**config.mk**
```make
export PLATFORM = sky130hd
export DESIGN_NAME = rlag_lane
export DESIGN_NICKNAME = d
export VERILOG_FILES = /design/src/sv/rlag_pkg.sv /design/src/sv/rlag_lane.sv
export SDC_FILE = /design/constraint.sdc
export NUM_CORES = 2
export LEC_CHECK = 0
export BUFFER_PORTS_ARGS = -buffer_cell sky130_fd_sc_hd__buf_4
export CAP_MARGIN = 20
export CORE_MARGIN = 1.5
export CORE_UTILIZATION = 55
export CTS_CLUSTER_DIAMETER = 60
export DETAILED_ROUTE_END_ITERATION = 7
export GPL_ROUTABILITY_DRIVEN = 0
export PLACE_DENSITY = 0.72
export SYNTH_ARGS = -nofsm -noshare
export SYNTH_HDL_FRONTEND = slang
export SYNTH_SLANG_ARGS = --single-unit
```
**constraint.sdc**
```tcl
create_clock -name clk -period 29.1 [get_ports clk]
set_input_delay 5.82 -clock clk [delete_from_list [all_inputs] [get_ports clk]]
set_output_delay 5.82 -clock clk [all_outputs]
set_load 0.02 [all_outputs]
```
**src/sv/rlag_pkg.sv**
```systemverilog
// ----------------------------------------------------------------------------
// rlag_pkg
// Shared types, register codes and saturation helper for the actuator
// rate limit and lag block.
// ----------------------------------------------------------------------------
package rlag_pkg;

	localparam int NLANE = 4;

	typedef logic signed [31:0] q16_t;
	typedef logic [30:0]        ulim_t;
	typedef logic [16:0]        coeff_t;

	localparam coeff_t COEFF_ONE = 17'd65536;

	typedef enum logic [2:0] {
		REG_MAX_THRUST = 3'd0,
		REG_TQ_LIMIT   = 3'd1,
		REG_RATE_STEP  = 3'd2,
		REG_LAG_COEFF  = 3'd3
	} reg_idx_t;

	typedef struct packed {
		ulim_t  max_thrust;
		ulim_t  tq_limit;
		ulim_t  rate_step;
		coeff_t lag_coeff;
	} cfg_t;

	typedef struct packed {
		logic adv;
		logic s1_ready;
	} pipe_ctl_t;

	function automatic q16_t sat32(input logic signed [34:0] v);
		q16_t r;
		if (v > 35'sd2147483647) begin
			r = 32'sh7fffffff;
		end else if (v < -35'sd2147483648) begin
			r = 32'sh80000000;
		end else begin
			r = v[31:0];
		end
		return r;
	endfunction

endpackage

```
**src/sv/rlag_lane.sv**
```systemverilog
// ----------------------------------------------------------------------------
// rlag_lane
// One actuator channel: rate limit toward the command, then first-order lag
// with round-to-nearest product and saturating sums. Holds the channel state.
// ----------------------------------------------------------------------------
module rlag_lane (
	input  logic              clk,
	input  logic              arst_n,
	input  logic              adv,
	input  logic              primed,
	input  rlag_pkg::q16_t    u,
	input  rlag_pkg::ulim_t   rate_step,
	input  rlag_pkg::coeff_t  lag_coeff,
	output rlag_pkg::q16_t    x
);
	import rlag_pkg::*;

	q16_t               x_q;
	q16_t               x_next;
	q16_t               t;
	logic signed [32:0] d;
	logic signed [32:0] r33;
	logic signed [32:0] nr33;
	logic signed [34:0] xe;
	logic signed [34:0] re;
	logic signed [32:0] diff;
	logic signed [32:0] ndiff;
	logic               neg;
	logic [31:0]        mag;
	logic [48:0]        prod;
	logic [48:0]        rnd;
	logic [32:0]        q;
	logic signed [34:0] term;
	logic signed [34:0] sum;

	always_comb begin
		r33  = {2'b00, rate_step};
		nr33 = -r33;
		xe   = {{3{x_q[31]}}, x_q};
		re   = {4'b0000, rate_step};
		d    = {u[31], u} - {x_q[31], x_q};
		t    = u;
		if (rate_step != '0) begin
			if (d > r33) begin
				t = sat32(xe + re);
			end else if (d < nr33) begin
				t = sat32(xe - re);
			end
		end
		diff  = {t[31], t} - {x_q[31], x_q};
		ndiff = -diff;
		neg   = diff[32];
		mag   = neg ? ndiff[31:0] : diff[31:0];
		prod  = {17'b0, mag} * {32'b0, lag_coeff};
		rnd   = prod + 49'd32768;
		q     = rnd[48:16];
		term  = neg ? -$signed({2'b00, q}) : $signed({2'b00, q});
		sum   = xe + term;
		x_next = sat32(sum);
	end

	always_ff @(posedge clk or negedge arst_n) begin
		if (!arst_n) begin
			x_q <= '0;
		end else if (adv) begin
			x_q <= primed ? x_next : u;
		end
	end

	assign x = x_q;

endmodule

```
==> flow_summary.rst <==
.. list-table::
   :header-rows: 1

   * - Metric
     - Value
   * - Status
     - finished clean
   * - Mean area per synthesized cell
     - 7.800 um2
   * - H-Tree Level Count
     - 2
   * - Crit share post-route
     - 93.20%
   * - Root Driver
     - clkbuf_16
   * - Detailed-route wire length per cell
     - 20.19 um
   * - First-pass GRT wire length
     - 160200 um
   * - Iteration-0 DRC Markers
     - 3066
   * - Count of state elements after synthesis
     - 32
   * - Overall overflow remaining after global route
     - 0
   * - FMAX
     - 0.03687 GHz
   * - Top library cells by usage in the layout, fill and taps aside
     - inv_1, fa_1, nand2_1, ha_1, nor2_1
   * - Setup crit end kind
     - register
   * - Worst clock skew
     - 0.005139 ns
   * - Most frequent standard cell in the layout excluding fill and tap cells
     - inv_1
   * - Vias
     - 30600
   * - CP Max Fanout
     - 35
   * - Length of the first detailed-routing pass in iterations
     - 8
   * - Final setup viols
     - 0
   * - Most used flip-flop cell after synthesis
     - dfrtp_1
   * - Quantity of I/O buffers inserted on ports
     - 115
   * - Number of maximum-capacitance violations
     - 0
   * - Number of synthesized flops with an enable pin
     - 0
   * - Yosys warnings
     - 0
   * - Number of global-route vias before repair
     - 29830
   * - Total Routing Usage GR
     - 33.08%
   * - Synth async-reset ratio
     - 100.0%
   * - Sequential-to-total area share from yosys stat
     - 2.446%
   * - Maximum number of pins on one net before global-route repair
     - 67
   * - Total Neg Setup Slack
     - 0 ns
   * - Number of antenna violations at the first check in global routing
     - 1
   * - Hold Vio Cnt, Final
     - 0
   * - Crit-path max cell delay
     - 0.82 ns
   * - Number of buffers inserted for hold repair after clock tree synthesis
     - 0
   * - Minimum clock period after layout
     - 27.12 ns
   * - Share of post-route cells with drive strength above 1
     - 5.485%
   * - Core Region
     - 58910 um2
   * - Leading post-synthesis cells by cell area
     - fa_1, ha_1, inv_1, nand2_1, and2_1
   * - Die span in y
     - 247.0 um
   * - Aggregate routed wire length
     - 99890 um
   * - Worst endpoint data arrival time
     - 27.30 ns
   * - Die outline width
     - 247.0 um
   * - Growth of design area from synthesis to finish
     - 5.063%
   * - Combined flip-flop and latch cell area
     - 800.8 um2
   * - Clock-pin slew of the registers on the worst-case setup and hold paths
     - 0.05 ns
   * - Post-DP HPWL
     - 81380 um
   * - Path type of the worst min-delay path
     - reg2reg
   * - Number of clock sinks
     - 32
   * - Number of instances in the synthesized netlist
     - 4198
   * - Multi-input combinational cell area
     - 28880 um2
   * - Post-DR vias/cell
     - 6.185
   * - Critical path class
     - in2reg
   * - Final-report max-slew violation count
     - 0
   * - Number of flip-flops in the largest register
     - 32
   * - Number of cells on the worst reg-to-reg path
     - 76
   * - Standard-cell rows
     - 89
   * - Hold Crit Depth
     - 2
   * - Fill cells
     - 5556
   * - Library cell with the largest summed area after synthesis
     - fa_1
   * - Fin nets
     - 5080
   * - Diode count
     - 0
   * - TritonCTS clock tree
     - built
   * - Nature of the critical path startpoint
     - primary input
   * - Setup repair after global routing missed its margin
     - no
   * - Worst slew margin
     - 25.30%
   * - Distinct cells, synth
     - 84
   * - Mapped cell area
     - 32740 um2
   * - Die outline area
     - 61000 um2
   * - Critical Path Slowest Stage Cell
     - a311oi_1
   * - Num CTS Buffers
     - 5
   * - Share of the synthesized area in the top cell type
     - 27.76%
   * - Initial Util
     - 55.58%
   * - Net count after synthesis
     - 5104
   * - WP data required
     - 29.28 ns
   * - Remaining number of nets flagged by the antenna check after routing
     - 0
   * - Source-to-sink clock delay at the later pin of the worst-skew pair
     - 0.29 ns
   * - Post-CTS setup repair buffer count
     - 0
   * - Final routed DRC violation total
     - 0
   * - Ports
     - 116
   * - Clock buffer depth
     - 2
   * - Least-Margin Pin Slew
     - 1.118 ns
## critical path: cells and delay by family
kind,cells,cell delay (ns)
simple gates,19,5.27
compound gates,33,8.71
fa+ha+maj,13,5.21
buf+inv,11,1.26
xor+xnor,3,0.98
## routing by layer
layer | share of wire (%) | up-vias | wire, um | global-route usage (%)
met5 | 0.014 | - | 14 | 0
met4 | 3.5 | 2 | 3493 | 10.06
met3 | 8.8 | 262 | 8840 | 4.634
met2 | 46 | 1480 | 45560 | 53.28
met1 | 42 | 14830 | 41980 | 45.93
li1 | - | 14030 | - | -
## stage by stage
| stage | area, um2 | utilization [%] | cells | setup WS [ns] | hold WS (ns) |
|---|---|---|---|---|---|
| 2_1_floorplan | 32740 | - | 4198 | 4.619 | 0.7116 |
| 3_3_place_gp | 34220 | 58.09 | 4938 | 1.996 | 0.7395 |
| 3_5_place_dp | 34220 | 58.09 | 4938 | 1.765 | 0.7215 |
| 4_1_cts | 34370 | 58.34 | 4946 | 1.973 | 0.7289 |
| 5_1_grt | 34400 | 58.40 | 4948 | 0.3805 | 0.7570 |
| 6_report | 34400 | 58.40 | 4948 | 1.980 | 0.7386 |
## cells in the mapped netlist (all sizes together), types with 19 or more instances
cell type    n
nor3        70
xor2        68
a211oi      41
inv        633
o21ai      187
and2       209
xnor2      147
nand2      414
nor2       221
or2         20
and3        22
or3         24
a21o        89
a21oi      219
nand4       38
o21bai      32
o21a        41
fa         454
dfrtp       32
nor4        26
nor2b      123
o211ai      30
o31ai       25
nand2b      65
o221ai      19
ha         368
a31oi       54
nand3       67
clkbuf     185
## path summary, 6_finish.rpt
check / start / end / slack [ns]
worst min-delay path: x[0] / x[0] / 0.74
min in group asynchronous: arst_n / x[31] / 5.48
worst max-delay path: u[0] / x[11] / 1.98
worst max register to register: x[1] / x[11] / 6.83
worst min register to register: x[0] / x[0] / 0.74
max in group asynchronous: arst_n / x[2] / 23.28
## logic make-up (layout without fill, tap and decap cells)
family,count (synthesis),in the layout,share of synthesized area (%)
simple gates,1363,1363,21.08
compound gates,934,934,19.19
buf+inv,827,804,9.515
fa+ha+maj,822,822,41.82
xor+xnor,215,215,5.797
flops,32,32,2.446
mux,5,5,0.1529
## what timing repair did
action / CTS / global route
gates resized for setup: 0 / 2
hold endpoints to repair: 0 / 0
setup endpoints to repair: 0 / 11
## cell type report
class                      count  area share, %
tap                          773          2.812
clock buffer                   6         0.4037
inverter                     634          6.918
clock inverter                 2        0.02910
sequential                    32          2.328
timing repair buffer         162          3.550
multi-input combinational   3339          83.96
Power is left out: the tool's default activity adds up to more than one toggle a clock period on the data nets, which glitch-free logic cannot reach.
